[src/sv/jac_pkg.sv]
// Shared types and constants for the joystick axis conditioner.
// Stand-alone package with no dependencies; the top level imports it.

package jac_pkg;

    // Fixed field widths.
    localparam int SAMPLE_W   = 12;
    localparam int PCT_W      = 8;
    localparam int DZ_W       = 7;
    localparam int CFG_IDX_W  = 2;
    localparam int CFG_DATA_W = 12;

    // Defaults for the top level parameters.
    localparam int WINDOW_DEF     = 8;
    localparam int FULL_SCALE_DEF = 4095;

    // Full deflection in percent, and the width of the scaled numerator
    // (4095 * 100 fits in 19 bits).
    localparam int PCT_MAX   = 100;
    localparam int PCT_NUM_W = 19;

    // Register reset values.
    localparam logic [SAMPLE_W-1:0] CENTER_RST = 12'd2048;
    localparam logic [DZ_W-1:0]     DZ_RST     = 7'd5;

    // Configuration register indexes.
    localparam logic [CFG_IDX_W-1:0] CFG_REST_X    = 2'd0;
    localparam logic [CFG_IDX_W-1:0] CFG_REST_Y    = 2'd1;
    localparam logic [CFG_IDX_W-1:0] CFG_DEAD_ZONE = 2'd2;

    // Request operation codes.
    localparam logic OP_SAMPLE = 1'b0;
    localparam logic OP_PRIME  = 1'b1;

    // Sequencer states.
    typedef enum logic [5:0] {
        ST_IDLE   = 6'b000001,
        ST_READ   = 6'b000010,
        ST_SETUP  = 6'b000100,
        ST_DIV    = 6'b001000,
        ST_FINISH = 6'b010000,
        ST_DONE   = 6'b100000
    } state_t;

endpackage

[src/sv/jac_ram.sv]
// Generic single-port-write, single-port-read RAM with a registered read.
// No dependencies.

module jac_ram #(
    parameter int WIDTH = 24,
    parameter int DEPTH = 8
) (
    input  logic                                   clk,
    input  logic                                   we,
    input  logic [((DEPTH > 1) ? $clog2(DEPTH) : 1)-1:0] waddr,
    input  logic [WIDTH-1:0]                       wdata,
    input  logic [((DEPTH > 1) ? $clog2(DEPTH) : 1)-1:0] raddr,
    output logic [WIDTH-1:0]                       rdata
);

    logic [WIDTH-1:0] mem_reg [DEPTH];

    always_ff @(posedge clk)
    begin
        if (we)
        begin
            mem_reg[waddr] <= wdata;
        end
        rdata <= mem_reg[raddr];
    end

endmodule

[src/sv/joystick_axis_conditioner_unit.sv]
// Joystick axis conditioner: moving average, center mapping and dead zone.
// Depends on jac_pkg and on jac_ram for the sample windows.
//
//   Channel   Signals                                 Direction  Payload
//   -------   -------------------------------------   ---------  ---------------------------
//   input     in_valid / in_stall                     in / out   operation, sample_x/y
//   output    out_valid / out_stall                   out / in   pos_x, pos_y
//   config    cfg_write, cfg_index, cfg_data          in         rest_x/y, dead_zone
//
// A sample request passes through ST_READ, then ST_SETUP, ST_DIV and ST_FINISH for each
// axis, then ST_DONE. The restoring divider retires one quotient bit per cycle of the
// DW = 19 bit numerator and runs once per axis; the mean is one reciprocal multiply.
// A prime request goes straight to ST_DONE. Reset is asynchronous and active low; per-entry
// valid bits make the windows read as 2048 at once. A result waits in the output
// register while out_stall is high, and the next one waits in the work registers.

module joystick_axis_conditioner_unit #(
    parameter int WINDOW     = jac_pkg::WINDOW_DEF,
    parameter int FULL_SCALE = jac_pkg::FULL_SCALE_DEF
) (
    input  logic                             clk,
    input  logic                             rst_n,
    // Request channel
    input  logic                             in_valid,
    output logic                             in_stall,
    input  logic                             operation,
    input  logic [jac_pkg::SAMPLE_W-1:0]     sample_x,
    input  logic [jac_pkg::SAMPLE_W-1:0]     sample_y,
    // Result channel
    output logic                             out_valid,
    input  logic                             out_stall,
    output logic signed [jac_pkg::PCT_W-1:0] pos_x,
    output logic signed [jac_pkg::PCT_W-1:0] pos_y,
    // Configuration write port
    input  logic                             cfg_write,
    input  logic [jac_pkg::CFG_IDX_W-1:0]    cfg_index,
    input  logic [jac_pkg::CFG_DATA_W-1:0]   cfg_data
);

    import jac_pkg::*;

    // Derived widths. The window index needs at least one bit, the running
    // total holds WINDOW full-scale samples, and the divider is sized for
    // the percent numerator (|mean - center| * 100).
    localparam int SLOT_W  = (WINDOW > 1) ? $clog2(WINDOW) : 1;
    localparam int TOTAL_W = SAMPLE_W + $clog2(WINDOW);
    localparam int DIVD_W  = PCT_NUM_W;
    localparam int FS_W    = $clog2(FULL_SCALE + 1);
    localparam int DIVS_W  = (FS_W > SAMPLE_W) ? FS_W : SAMPLE_W;
    localparam int CNT_W   = $clog2(DIVD_W + 1);

    // The mean is total * ceil(2^SH / WINDOW) >> SH with SH = TOTAL_W +
    // ceil(log2(WINDOW)), which is exact for every total below 2^TOTAL_W.
    localparam int WIN_LOG  = $clog2(WINDOW);
    localparam int RECIP_SH = TOTAL_W + WIN_LOG;
    localparam int RECIP_W  = TOTAL_W + 2;
    localparam int PROD_W   = TOTAL_W + RECIP_W;

    localparam logic [SLOT_W-1:0]  LAST_SLOT = SLOT_W'(WINDOW - 1);
    localparam logic [TOTAL_W-1:0] WIN_T     = TOTAL_W'(WINDOW);
    localparam logic [TOTAL_W-1:0] TOTAL_RST = TOTAL_W'(int'(CENTER_RST) * WINDOW);
    localparam logic [RECIP_W-1:0] RECIP     =
        RECIP_W'(((1 << RECIP_SH) + WINDOW - 1) / WINDOW);
    localparam logic [DIVS_W:0]    FS_K      = (DIVS_W + 1)'(FULL_SCALE);
    localparam logic [DIVD_W-1:0]  PCT_SCALE = DIVD_W'(PCT_MAX);
    localparam logic [DZ_W-1:0]    PCT_CLAMP = DZ_W'(PCT_MAX);
    localparam logic [CNT_W-1:0]   DIV_STEPS = CNT_W'(DIVD_W);

    // Control state (reset).
    state_t                state_reg, state_next;
    logic [SAMPLE_W-1:0]   rest_x_reg, rest_x_next;
    logic [SAMPLE_W-1:0]   rest_y_reg, rest_y_next;
    logic [DZ_W-1:0]       dead_zone_reg, dead_zone_next;
    logic [SLOT_W-1:0]     slot_reg, slot_next;
    logic [WINDOW-1:0]     valid_reg, valid_next;
    logic [SAMPLE_W-1:0]   fill_x_reg, fill_x_next;
    logic [SAMPLE_W-1:0]   fill_y_reg, fill_y_next;
    logic [TOTAL_W-1:0]    total_x_reg, total_x_next;
    logic [TOTAL_W-1:0]    total_y_reg, total_y_next;
    logic                  axis_reg, axis_next;
    logic                  phase_reg, phase_next;
    logic [CNT_W-1:0]      cnt_reg, cnt_next;
    logic                  out_valid_reg, out_valid_next;

    // Datapath registers (no reset).
    logic [SAMPLE_W-1:0]   samp_x_reg, samp_x_next;
    logic [SAMPLE_W-1:0]   samp_y_reg, samp_y_next;
    logic [SAMPLE_W-1:0]   mean_reg, mean_next;
    logic [DIVS_W-1:0]     rem_reg, rem_next;
    logic [DIVD_W-1:0]     quo_reg, quo_next;
    logic [DIVS_W-1:0]     dvs_reg, dvs_next;
    logic                  neg_reg, neg_next;
    logic                  zdiv_reg, zdiv_next;
    logic [PCT_W-1:0]      res_x_reg, res_x_next;
    logic [PCT_W-1:0]      res_y_reg, res_y_next;
    logic [PCT_W-1:0]      pos_x_reg, pos_x_next;
    logic [PCT_W-1:0]      pos_y_reg, pos_y_next;

    // Window memory: both axes share one row, X in the upper half.
    logic                      ram_we;
    logic [2*SAMPLE_W-1:0]     ram_wdata;
    logic [2*SAMPLE_W-1:0]     ram_rdata;
    logic [SAMPLE_W-1:0]       old_x;
    logic [SAMPLE_W-1:0]       old_y;

    // Mean terms.
    logic [TOTAL_W-1:0]        mean_total;
    logic [PROD_W-1:0]         mean_prod;

    // Percent setup terms.
    logic [SAMPLE_W-1:0]       ctr;
    logic                      mean_gt;
    logic [SAMPLE_W-1:0]       dev;
    logic [DIVD_W-1:0]         pct_num;
    logic [DIVS_W:0]           fs_diff;
    logic [DIVS_W:0]           fs_diff_neg;
    logic [DIVS_W-1:0]         pct_div;
    logic                      pct_neg;

    // Divider step terms.
    logic [DIVS_W:0]           rem_sh;
    logic [DIVS_W:0]           rem_sub;
    logic                      fits;

    // Percent finish terms.
    logic [DZ_W-1:0]           mag_clamp;
    logic [DZ_W-1:0]           mag;
    logic [PCT_W-1:0]          pct_val;

    logic                      in_accept;
    logic                      out_free;

    assign in_stall  = (state_reg != ST_IDLE);
    assign in_accept = in_valid && !in_stall;
    assign out_free  = !out_valid_reg || !out_stall;
    assign out_valid = out_valid_reg;
    assign pos_x     = pos_x_reg;
    assign pos_y     = pos_y_reg;

    assign ram_we    = (state_reg == ST_READ);
    assign ram_wdata = {samp_x_reg, samp_y_reg};

    jac_ram #(
        .WIDTH (2 * SAMPLE_W),
        .DEPTH (WINDOW)
    ) u_window (
        .clk   (clk),
        .we    (ram_we),
        .waddr (slot_reg),
        .wdata (ram_wdata),
        .raddr (slot_reg),
        .rdata (ram_rdata)
    );

    // An entry that has not been written since reset or the last prime
    // holds the fill value of its axis.
    assign old_x = valid_reg[slot_reg] ? ram_rdata[2*SAMPLE_W-1:SAMPLE_W] : fill_x_reg;
    assign old_y = valid_reg[slot_reg] ? ram_rdata[SAMPLE_W-1:0] : fill_y_reg;

    // Window mean of the axis in work.
    always_comb
    begin
        mean_total = axis_reg ? total_y_reg : total_x_reg;
        mean_prod  = PROD_W'(mean_total) * RECIP;
    end

    // Above the center the span is FULL_SCALE - center, which turns negative
    // when the center sits above full scale; at or below it the span is the
    // center itself. The quotient sign follows from both signs, and the Y
    // axis is inverted on top of that.
    always_comb
    begin
        ctr         = axis_reg ? rest_y_reg : rest_x_reg;
        mean_gt     = (mean_reg > ctr);
        dev         = mean_gt ? (mean_reg - ctr) : (ctr - mean_reg);
        pct_num     = DIVD_W'(dev) * PCT_SCALE;
        fs_diff     = FS_K - (DIVS_W + 1)'(ctr);
        fs_diff_neg = ~fs_diff + 1'b1;
        if (mean_gt)
        begin
            pct_div = fs_diff[DIVS_W] ? fs_diff_neg[DIVS_W-1:0] : fs_diff[DIVS_W-1:0];
            pct_neg = fs_diff[DIVS_W];
        end
        else
        begin
            pct_div = DIVS_W'(ctr);
            pct_neg = 1'b1;
        end
    end

    // One restoring division step per cycle.
    always_comb
    begin
        rem_sh  = {rem_reg, quo_reg[DIVD_W-1]};
        fits    = (rem_sh >= {1'b0, dvs_reg});
        rem_sub = rem_sh - {1'b0, dvs_reg};
    end

    // Clamp to full deflection, then apply the dead zone and the sign.
    always_comb
    begin
        mag_clamp = (quo_reg > PCT_SCALE) ? PCT_CLAMP : quo_reg[DZ_W-1:0];
        mag       = (zdiv_reg || (mag_clamp <= dead_zone_reg)) ? '0 : mag_clamp;
        pct_val   = neg_reg ? (~{1'b0, mag} + 1'b1) : {1'b0, mag};
    end

    always_comb
    begin
        state_next     = state_reg;
        rest_x_next    = rest_x_reg;
        rest_y_next    = rest_y_reg;
        dead_zone_next = dead_zone_reg;
        slot_next      = slot_reg;
        valid_next     = valid_reg;
        fill_x_next    = fill_x_reg;
        fill_y_next    = fill_y_reg;
        total_x_next   = total_x_reg;
        total_y_next   = total_y_reg;
        axis_next      = axis_reg;
        phase_next     = phase_reg;
        cnt_next       = cnt_reg;
        out_valid_next = out_valid_reg;
        samp_x_next    = samp_x_reg;
        samp_y_next    = samp_y_reg;
        mean_next      = mean_reg;
        rem_next       = rem_reg;
        quo_next       = quo_reg;
        dvs_next       = dvs_reg;
        neg_next       = neg_reg;
        zdiv_next      = zdiv_reg;
        res_x_next     = res_x_reg;
        res_y_next     = res_y_reg;
        pos_x_next     = pos_x_reg;
        pos_y_next     = pos_y_reg;

        if (cfg_write)
        begin
            unique case (cfg_index)
                CFG_REST_X:    rest_x_next    = cfg_data[SAMPLE_W-1:0];
                CFG_REST_Y:    rest_y_next    = cfg_data[SAMPLE_W-1:0];
                CFG_DEAD_ZONE: dead_zone_next = cfg_data[DZ_W-1:0];
                default:       ;
            endcase
        end

        if (!out_stall)
        begin
            out_valid_next = 1'b0;
        end

        unique case (state_reg)
            ST_IDLE:
            begin
                if (in_accept)
                begin
                    if (operation == OP_PRIME)
                    begin
                        // Every entry now reads as the current center.
                        valid_next   = '0;
                        fill_x_next  = rest_x_reg;
                        fill_y_next  = rest_y_reg;
                        total_x_next = TOTAL_W'(rest_x_reg) * WIN_T;
                        total_y_next = TOTAL_W'(rest_y_reg) * WIN_T;
                        res_x_next   = '0;
                        res_y_next   = '0;
                        state_next   = ST_DONE;
                    end
                    else
                    begin
                        samp_x_next = sample_x;
                        samp_y_next = sample_y;
                        axis_next   = 1'b0;
                        phase_next  = 1'b0;
                        state_next  = ST_READ;
                    end
                end
            end

            ST_READ:
            begin
                total_x_next         = total_x_reg - TOTAL_W'(old_x) + TOTAL_W'(samp_x_reg);
                total_y_next         = total_y_reg - TOTAL_W'(old_y) + TOTAL_W'(samp_y_reg);
                valid_next[slot_reg] = 1'b1;
                slot_next            = (slot_reg == LAST_SLOT) ? '0 : slot_reg + 1'b1;
                state_next           = ST_SETUP;
            end

            ST_SETUP:
            begin
                if (!phase_reg)
                begin
                    // First pass: take the window mean of this axis.
                    mean_next  = mean_prod[RECIP_SH +: SAMPLE_W];
                    phase_next = 1'b1;
                end
                else
                begin
                    rem_next   = '0;
                    cnt_next   = DIV_STEPS;
                    quo_next   = pct_num;
                    dvs_next   = pct_div;
                    zdiv_next  = (pct_div == '0);
                    neg_next   = pct_neg ^ axis_reg;
                    state_next = ST_DIV;
                end
            end

            ST_DIV:
            begin
                rem_next = fits ? rem_sub[DIVS_W-1:0] : rem_sh[DIVS_W-1:0];
                quo_next = {quo_reg[DIVD_W-2:0], fits};
                cnt_next = cnt_reg - 1'b1;
                if (cnt_reg == CNT_W'(1))
                begin
                    state_next = ST_FINISH;
                end
            end

            ST_FINISH:
            begin
                if (!axis_reg)
                begin
                    res_x_next = pct_val;
                    axis_next  = 1'b1;
                    phase_next = 1'b0;
                    state_next = ST_SETUP;
                end
                else
                begin
                    res_y_next = pct_val;
                    state_next = ST_DONE;
                end
            end

            ST_DONE:
            begin
                if (out_free)
                begin
                    pos_x_next     = res_x_reg;
                    pos_y_next     = res_y_reg;
                    out_valid_next = 1'b1;
                    state_next     = ST_IDLE;
                end
            end

            default:
            begin
                state_next = ST_IDLE;
            end
        endcase
    end

    always_ff @(posedge clk or negedge rst_n)
    begin
        if (!rst_n)
        begin
            state_reg     <= ST_IDLE;
            rest_x_reg    <= CENTER_RST;
            rest_y_reg    <= CENTER_RST;
            dead_zone_reg <= DZ_RST;
            slot_reg      <= '0;
            valid_reg     <= '0;
            fill_x_reg    <= CENTER_RST;
            fill_y_reg    <= CENTER_RST;
            total_x_reg   <= TOTAL_RST;
            total_y_reg   <= TOTAL_RST;
            axis_reg      <= 1'b0;
            phase_reg     <= 1'b0;
            cnt_reg       <= '0;
            out_valid_reg <= 1'b0;
        end
        else
        begin
            state_reg     <= state_next;
            rest_x_reg    <= rest_x_next;
            rest_y_reg    <= rest_y_next;
            dead_zone_reg <= dead_zone_next;
            slot_reg      <= slot_next;
            valid_reg     <= valid_next;
            fill_x_reg    <= fill_x_next;
            fill_y_reg    <= fill_y_next;
            total_x_reg   <= total_x_next;
            total_y_reg   <= total_y_next;
            axis_reg      <= axis_next;
            phase_reg     <= phase_next;
            cnt_reg       <= cnt_next;
            out_valid_reg <= out_valid_next;
        end
    end

    always_ff @(posedge clk)
    begin
        samp_x_reg <= samp_x_next;
        samp_y_reg <= samp_y_next;
        mean_reg   <= mean_next;
        rem_reg    <= rem_next;
        quo_reg    <= quo_next;
        dvs_reg    <= dvs_next;
        neg_reg    <= neg_next;
        zdiv_reg   <= zdiv_next;
        res_x_reg  <= res_x_next;
        res_y_reg  <= res_y_next;
        pos_x_reg  <= pos_x_next;
        pos_y_reg  <= pos_y_next;
    end

endmodule
[config.mk]
export PLATFORM = sky130hd
export DESIGN_NAME = joystick_axis_conditioner_unit
export DESIGN_NICKNAME = d
export VERILOG_FILES = /design/src/sv/jac_pkg.sv /design/src/sv/jac_ram.sv /design/src/sv/joystick_axis_conditioner_unit.sv
export SDC_FILE = /design/constraint.sdc
export NUM_CORES = 1
export LEC_CHECK = 0
export ABC_AREA = 1
export BUFFER_PORTS_ARGS = -buffer_cell sky130_fd_sc_hd__buf_2
export CORE_MARGIN = 10
export CORE_UTILIZATION = 40
export CTS_CLUSTER_DIAMETER = 80
export CTS_CLUSTER_SIZE = 24
export DETAILED_ROUTE_END_ITERATION = 8
export SLEW_MARGIN = 20
export SYNTH_ARGS = -nofsm -noshare
export SYNTH_HDL_FRONTEND = slang
export SYNTH_SLANG_ARGS = --single-unit
[constraint.sdc]
create_clock -name clk -period 7.4 [get_ports clk]
set_input_delay 1.11 -clock clk [delete_from_list [all_inputs] [get_ports clk]]
set_output_delay 1.11 -clock clk [all_outputs]
set_load 0.01 [all_outputs]
# Word-level counts from Yosys, hierarchy flattened
# Memories as Yosys holds them, arrays and structs flattened. A register that Yosys moved wholly into a read port is not among the register bits.
# Index checks and enable logic that the tools add are counted.
# op_classes
n_mul	1
n_addsub	12
n_mux	53
eq_ne	19
order_cmp	6
bitwise	6
n_reduce_logical	28
# ops
cell	n
$mux 12	8
$mux 15	5
$pmux 15 s2	2
$pmux 8 s2	3
$mux 8	5
$pmux 19 s2	1
$mux 6	6
$pmux 6 s6	1
$sub 12x12->12	3
$add 15x12->15	2
$sub 15x12->15	2
$pmux 12 s2	1
$gt 19x7->1 const B	1
$mux 19	1
$mul 12x5->17 const B	1
$ne 2x2->1 const B	8
$reduce_and 4->1	4
$mux 7	2
$reduce_and 2->1	7
$ge 13x12->1	1
$sub 12x12->13 const A	1
$add 12x1->12 const B	1
$gt 12x12->1	1
$logic_not 12->1	1
other kinds (37)	57
# word_totals
inputBits	44
mem_bits_rw	192
n_memories	1
reg_bits	223
word_cells	152
out_inout_bits	18
# mem_list
name	depth	word_bits	read_ports	rd_ports_with_merged_regs	write_ports	line	rtl
u_window.mem_reg	8	24	1	1	1	jac_ram.sv:16	logic [WIDTH-1:0] mem_reg [DEPTH];

# Longest topological paths before layout
# Gate-level depths: netlist of the first run.
# depth
ltp_word	10
depth_mapped	34
depth_no_buf	31

# Hierarchy
# A second synthesis of the first run with hierarchy kept.
# unflattened
hier_cells	2673
area_unflattened_um2	23784.1
# by_module_without_submodules
mod	instances	area_per_inst_um2	seq_area_each_um2	cells_each
joystick_axis_conditioner_unit	1	14878.0	6157.2	1801
jac_ram	1	8906.0	6246.0	872

# Least setup slack after synthesis of the first run
# No wires, ideal clock.
# synth_timing
kind	register to register
from	register axis_reg
to	register quo_reg[14], data pin
n_path_buf	2
path_stages_with_launch	32
period_less_slack_ps	5155
path_slack_ps	2245
arrival_ps	4902
required_ps	7147
setup_ps	253
path_cell_list	dfrtp_1 inv_2 clkbuf_1 or2_2 o21ai_1 inv_1 ha_1 inv_1 fa_1 nand2_1 nand2_2 nand3_2 nand3_2 nand2_4 buf_2 nand2_1 nand2_1 xor2_1 ha_1 ha_1 inv_1 fa_1 inv_1 ha_1 a21oi_1 o21ai_0 a21oi_1 nor2_1 o21ai_0 nand3b_1 nand3_1 nand2_1
# synth_between
elab_chain_len	6
word_cells_on_any_way	8
classes_between	2 x add/sub; 1 x mul; 1 x order compare; 4 x mux
# synth_rtl
element	line	rtl
start: declaration	joystick_axis_conditioner_unit.sv:80	logic axis_reg, axis_next;
start signal: assignment	joystick_axis_conditioner_unit.sv:384	axis_reg <= axis_next;
$mux 12 (*)	joystick_axis_conditioner_unit.sv:173	ctr = axis_reg ? rest_y_reg : rest_x_reg;
$sub 12x12->12 or $gt 12x12->1 (tied branches)	joystick_axis_conditioner_unit.sv:175, joystick_axis_conditioner_unit.sv:174	
$mux 12 (*)	joystick_axis_conditioner_unit.sv:175	dev = mean_gt ? (mean_reg - ctr) : (ctr - mean_reg);
$mul 12x5->17 (*)	joystick_axis_conditioner_unit.sv:176	pct_num = DIVD_W'(dev) * PCT_SCALE;
$mux 19 (*)	joystick_axis_conditioner_unit.sv:290	if (!phase_reg)
$pmux 19 s2 (*)	joystick_axis_conditioner_unit.sv:251	unique case (state_reg)
net quo_next[14]	joystick_axis_conditioner_unit.sv:90	logic [DIVD_W-1:0] quo_reg, quo_next;
end signal: assignment	joystick_axis_conditioner_unit.sv:397	quo_reg <= quo_next;
end: declaration	joystick_axis_conditioner_unit.sv:90	
# The timed path passes the listed nets; every way through them passes the cells marked *. The select of a mux whose other input is x is not followed.
# A chain may end at the register's enable or synchronous reset.

# Worst setup path after layout of the first run
# Ends and elaborated chain as after synthesis.

==> results of run 1 <==
[layer usage]
metal / vias to the layer above / global-route usage (%)
li1: 7443 / -
met1: 7520 / 21.2
met2: 318 / 29.0
met3: 81 / 2.10
met4: 2 / 4.60
met5: - / 0
[per-stage QoR]
step / cells / setup WS, ps / util, %
4_1_cts: 2998 / 890 / 44.1
5_1_grt: 2998 / 337 / 44.1
3_3_place_gp: 2948 / 990 / 42.4
2_1_floorplan: 2182 / 2240 / -
3_5_place_dp: 2948 / 947 / 42.4
6_report: 2998 / 885 / 44.1
[cell usage in the layout (no fill, tap or decap), types with 4 or more instances in the layout]
master | netlist | routed
a22o_1 | 22 | 22
a221oi_1 | 24 | 24
dfrtp_1 | 101 | 101
nand3_2 | 6 | 6
o2111ai_1 | 5 | 5
a21o_1 | 6 | 6
nor2_2 | 5 | 10
o21ai_1 | 37 | 37
nor3_1 | 18 | 17
nor2_1 | 103 | 95
dfxtp_1 | 24 | 24
nand4_1 | 30 | 30
o21bai_1 | 11 | 11
a21oi_1 | 85 | 85
o211ai_1 | 4 | 4
a22oi_1 | 32 | 32
nand2_2 | 4 | 4
xor2_1 | 37 | 37
or2_2 | 14 | 14
buf_2 | 21 | 60
edfxtp_1 | 305 | 305
xnor2_1 | 13 | 13
clkbuf_1 | 29 | 11
inv_2 | 14 | 15
nand2_1 | 446 | 446
o22ai_1 | 8 | 8
fa_1 | 34 | 34
buf_4 | 9 | 22
o21ai_0 | 162 | 162
clkbuf_16 | 0 | 28
ha_1 | 116 | 116
nand3_1 | 85 | 85
nor2_4 | 3 | 6
dfstp_2 | 9 | 9
inv_1 | 328 | 325
[worst max-delay path, delay by kind of cell (launching register included)]
kind	cells	cell delay, ps
adders and majority gates	5	1910
and+or+nand+nor	12	1630
AOI/OAI and AO/OA	5	960
DFF	1	750
buffers and inverters	5	740
xor gates and xnor gates	1	260
[kinds of logic (layout without fill, tap and decap cells)]
| logic type | after synthesis | in the layout | share of synthesized area, % |
|---|---|---|---|
| DFF | 439 | 439 | 55.9 |
| adders and majority gates | 150 | 150 | 9.60 |
| AOI/OAI and AO/OA | 410 | 410 | 11.2 |
| xor gates and xnor gates | 50 | 50 | 1.97 |
| buffers and inverters | 406 | 474 | 7.24 |
| and+or+nand+nor | 727 | 727 | 14.2 |
[how the worst min path moves through the flow]
stage | startpoint | to | slack, ps | cells after the start
global placement | res_x_reg[6] | pos_x[6] | 410 | 0
CTS | res_y_reg[1] | pos_y[1] | 430 | 0
finish | res_y_reg[1] | pos_y[1] | 430 | 0
detailed placement | res_x_reg[3] | pos_x[3] | 400 | 0
floorplan | res_x_reg[0] | pos_x[0] | 400 | 0
global route | res_x_reg[0] | pos_x[0] | 430 | 0
[final cells by class]
type | count | area [µm²] | area share (%)
Clock buffer | 40 | 756 | 3.11
Sequential cell | 439 | 12400 | 51.1
Clock inverter | 10 | 184 | 0.758
Timing Repair Buffer | 82 | 465 | 1.92
Multi-Input combinational cell | 1337 | 8240 | 34.0
Inverter | 342 | 1280 | 5.29
Tap cell | 748 | 936 | 3.86
==> metrics.txt, run 1 <==
first-pass GRT wire length between 80,000 and 90,000 µm; unrepaired setup endpoints after global routing no; WL final between 50,000 and 60,000 µm; CTS Buf Count 27; WL/cell 18.7 µm; initial antenna violation count 1; Core Footprint roughly 55,000 µm²; Syn Nets around 2,400; cell taking the most area after synthesis edfxtp_1; DP HPWL 39,700 µm; postcts setup bufs 0; Die Wd 256 µm; clk buf depth 3; Mapped Cells 2,182; largest net degree at the start of global routing between 60 and 70; Tmin final about 6500 ps; reg-to-reg slack, setup approximately 900 ps; max-cap check violation count 0; routed vias 15,400; Final setup viols 0; clk slew on worst S/H paths ~90 ps; Yosys top cell area share ~41%; max-slew violation count 0; die footprint about 65,000 µm²; Layout area overhead 9.31%; setup TNS 0 ps; Synth Cell Area roughly 22,000 µm²; number of global-route vias before repair roughly 15,000; initial core utilization 40.4%; Tcrit/Tclk final between 80% and 90%; DR WL met2 between 20,000 and 30,000 µm; Clock Sinks around 440; Synth Warn # 0; FF+latch count, synth around 440; hold_buf cts 0; gr ovfl total 0; skew final around 30 ps; Slowest cell on crit path dfrtp_1; crit path to quo_reg[14]; Crit Path Category flip-flop to flip-flop; count leader, synth nand2_1; status finished, final reports clean; data required time of the worst path about 7800 ps; ant diodes 0; share of cells above drive strength 1 between 8 and 9%; Final Hold Slack 427 ps; Antenna Nets Post-Route 0; clk_lat worst skew 620 ps; Nets around 2,400; number of flops mapped to enable cells by yosys just over 300; reg2reg path depth 28; Worst setup SP type flip-flop; Worst setup EP type flip-flop; Crit Path Max Fanout 31; fill count approximately 5,200; chip height 256 µm; Final Hold Vio Count 0; PortBufs 61; Seq/Total Area, Yosys 55.9%; CP arrival between 6000 and 7000 ps; post-CTS resize count 0; uppermost layer routed met5; Routed met1 length ~25,000 µm; GRT Total Usage about 17%; ys flop type edfxtp_1; DRT Pass-1 Iters 5; Area contributors post-synth edfxtp_1, dfrtp_1, nand2_1, ha_1, inv_1; Tightest Pin Transition 1090 ps; Reg2Reg Launch Point axis_reg; WL met3 approximately 2000 µm; Max-slew headroom between 20% and 30%; # DRC 0; Worst R2R End quo_reg[14]; CTS tree yes; Finished Cell Area roughly 24,000 µm²; Synth async-reset ratio between 20% and 30%; Placer Congestion around 0.89; max FFs per register between 150 and 200; Yosys cell types 53; Rows 86; post-DR vias/cell between 5 and 6; slowest stage delay, CP roughly 750 ps; CTS Root Cell clkbuf_16; FMAX approximately 0.15 GHz; cell area after placement between 20,000 and 25,000 µm²; Synth Area per Inst 10.2 µm²; IO Pins slightly above 60; HP Class flip-flop to flip-flop; Setup crit start axis_reg; H-tree depth 1; commonest cells in the netlist nand2_1, inv_1, edfxtp_1, o21ai_0, ha_1; Starting DRT DRC Count between 1,000 and 1,500
Power of run 1 is not shown: default switching activity piles up to over one toggle a cycle in this logic, so the estimate is an artifact.
==> run 2: changes to the inputs <==
Settings changed: CORE_UTILIZATION 40 to 63, PLACE_DENSITY from default to 0.8.
==> metrics.txt, run 2 (synthesized netlist as in run 1, its figures left out) <==
ant diodes 0 (unchanged); Layout area overhead 6.82%; Starting DRT DRC Count 1,484 (+34%); Worst setup SP type flip-flop; routed vias 15,800 (+2.8%); GRT Total Usage 24.3% (+7.7 points); postcts setup bufs 0 (unchanged); Tcrit/Tclk final 88.6% (+0.55 points); # DRC 0 (unchanged); clk slew on worst S/H paths 90 ps (about the same); status finished, final reports clean; cell area after placement 22,900 µm² (-1.7%); skew final 32.1 ps (+1.69 ps); Max-slew headroom 24.8% (-2.4 points); share of cells above drive strength 1 8.28% (-0.61 points); PortBufs 61 (unchanged); max-cap check violation count 0 (unchanged); Crit path max-delay family adder cells; hold_buf cts 0 (unchanged); initial core utilization 64.1% (+24 points); post-CTS resize count 0 (unchanged); HP Class flip-flop to flip-flop; Placer Congestion 0.947 (+6.0%); commonest non-fill, non-tap cells in the layout nand2_1, inv_1, edfxtp_1, o21ai_0, ha_1; IO Pins 62 (unchanged); multi-input logic area 8280 µm² (+0.49%); chip height 208 µm (-19%); Crit Path Max Fanout 31 (unchanged); Final Hold Slack 424 ps (-2.65 ps); Rows 68 (-21%); DP HPWL 37,700 µm (-4.9%); Antenna Nets Post-Route 0 (unchanged); number of buffers and inverters on the critical path 7 (+2); max FFs per register 192 (unchanged); CP most frequent cell inv_1; Finished Cell Area 23,700 µm² (-2.3%); clk buf depth 3 (unchanged); WL final 53,600 µm (-4.2%); Clock Sinks 439 (unchanged); Hold Startpoint res_y_reg[6]; reg2reg path depth 29 (+3.6%); CTS Buf Count 24 (-11%); die footprint 43,200 µm² (-34%); max-slew violation count 0 (unchanged); Core Footprint 34,600 µm² (-37%); clk_lat worst skew 590 ps (-30 ps); WL/cell 19.9 µm (+6.7%); H-tree depth 1 (unchanged); Die Wd 208 µm (-19%); Final setup viols 0 (unchanged); reg-to-reg slack, setup 840 ps (-40 ps); Worst setup EP type flip-flop; CTS Root Cell clkbuf_16; sequential cell area 12,400 µm² (unchanged); Slowest cell on crit path dfrtp_1; post-DR vias/cell 5.87 (+15%); gr ovfl total 0 (unchanged); Nets 2,411 (-0.50%); CP arrival 6870 ps (about the same); Min-Delay Endpoint pos_y[6]; initial antenna violation count 0 (-1); Reg2Reg Launch Point axis_reg; Final Hold Vio Count 0 (unchanged); setup TNS 0 ps (unchanged); hold depth 0 (unchanged); FMAX 0.153 GHz (-0.62%); largest net degree at the start of global routing 76 (+23%); data required time of the worst path 7720 ps (-40 ps); slowest stage delay, CP 800 ps (+50 ps); fill count 2,568 (-51%); CTS tree yes; unrepaired setup endpoints after global routing no; number of global-route vias before repair 15,800 (+2.1%); Tmin final 6560 ps (+40.9 ps); DRT Pass-1 Iters 6 (+1); first-pass GRT wire length 84,700 µm (-3.1%); commonest non-fill, non-tap cell in the layout nand2_1; Crit Path Category flip-flop to flip-flop; post-layout util 68.5% (+24 points); Tightest Pin Transition 1130 ps (+40.7 ps); Worst R2R End quo_reg[13]
## run 2: changes by cell type in the layout (fill, tap and decap cells not counted), sizes merged
cell    change
clkbuf      -4
buf         -9
inv         -2
## run 2: area by class of cell
cell class,count,area share (%)
clock buffers,36,2.72
clock inverters,8,0.570
inverters,342,5.41
multi-input cells,1337,34.9
flip-flops and latches,439,52.3
well taps,455,2.40
repair buffers,73,1.68
## run 2: how the worst max path moves through the flow
stage                     startpoint  depth (start not counted)  slack (ps)          end
after floorplan             axis_reg                         31        2240  quo_reg[14]
after global placement      axis_reg                         28        1020  quo_reg[14]
after detailed placement    axis_reg                         30         920  quo_reg[14]
after CTS                   axis_reg                         30         870  quo_reg[14]
after global routing        axis_reg                         30         240  quo_reg[14]
final                       axis_reg                         29         840  quo_reg[13]
## run 2: worst reg2reg max path, delay by kind of cell (launching register included)
kind            cells  cell delay [ps]
compound gates      4              760
simple gates       11             1570
buf+inv             7              920
xor+xnor            1              290
fa+ha+maj           6             1960
flops               1              800
## run 2: per-layer routing
layer  global-route usage, %  vias to the layer above  part of all wire [%]
met1                    31.0                     7600                    40
met4                    8.24                        0                   3.1
met3                    3.07                      110                   6.8
met5                       0                        -                     0
li1                        -                     7427                     -
met2                    42.0                      656                    50
## run 2: per-stage QoR
| step | setup WS (ps) | std cells |
|---|---|---|
| after detailed placement | 916 | 2646 |
| after global placement | 1020 | 2646 |
| final | 844 | 2690 |
| after CTS | 873 | 2690 |
| after floorplan | 2240 | 2182 |
| after global routing | 243 | 2690 |
Power of run 2 is left out for the same reason.
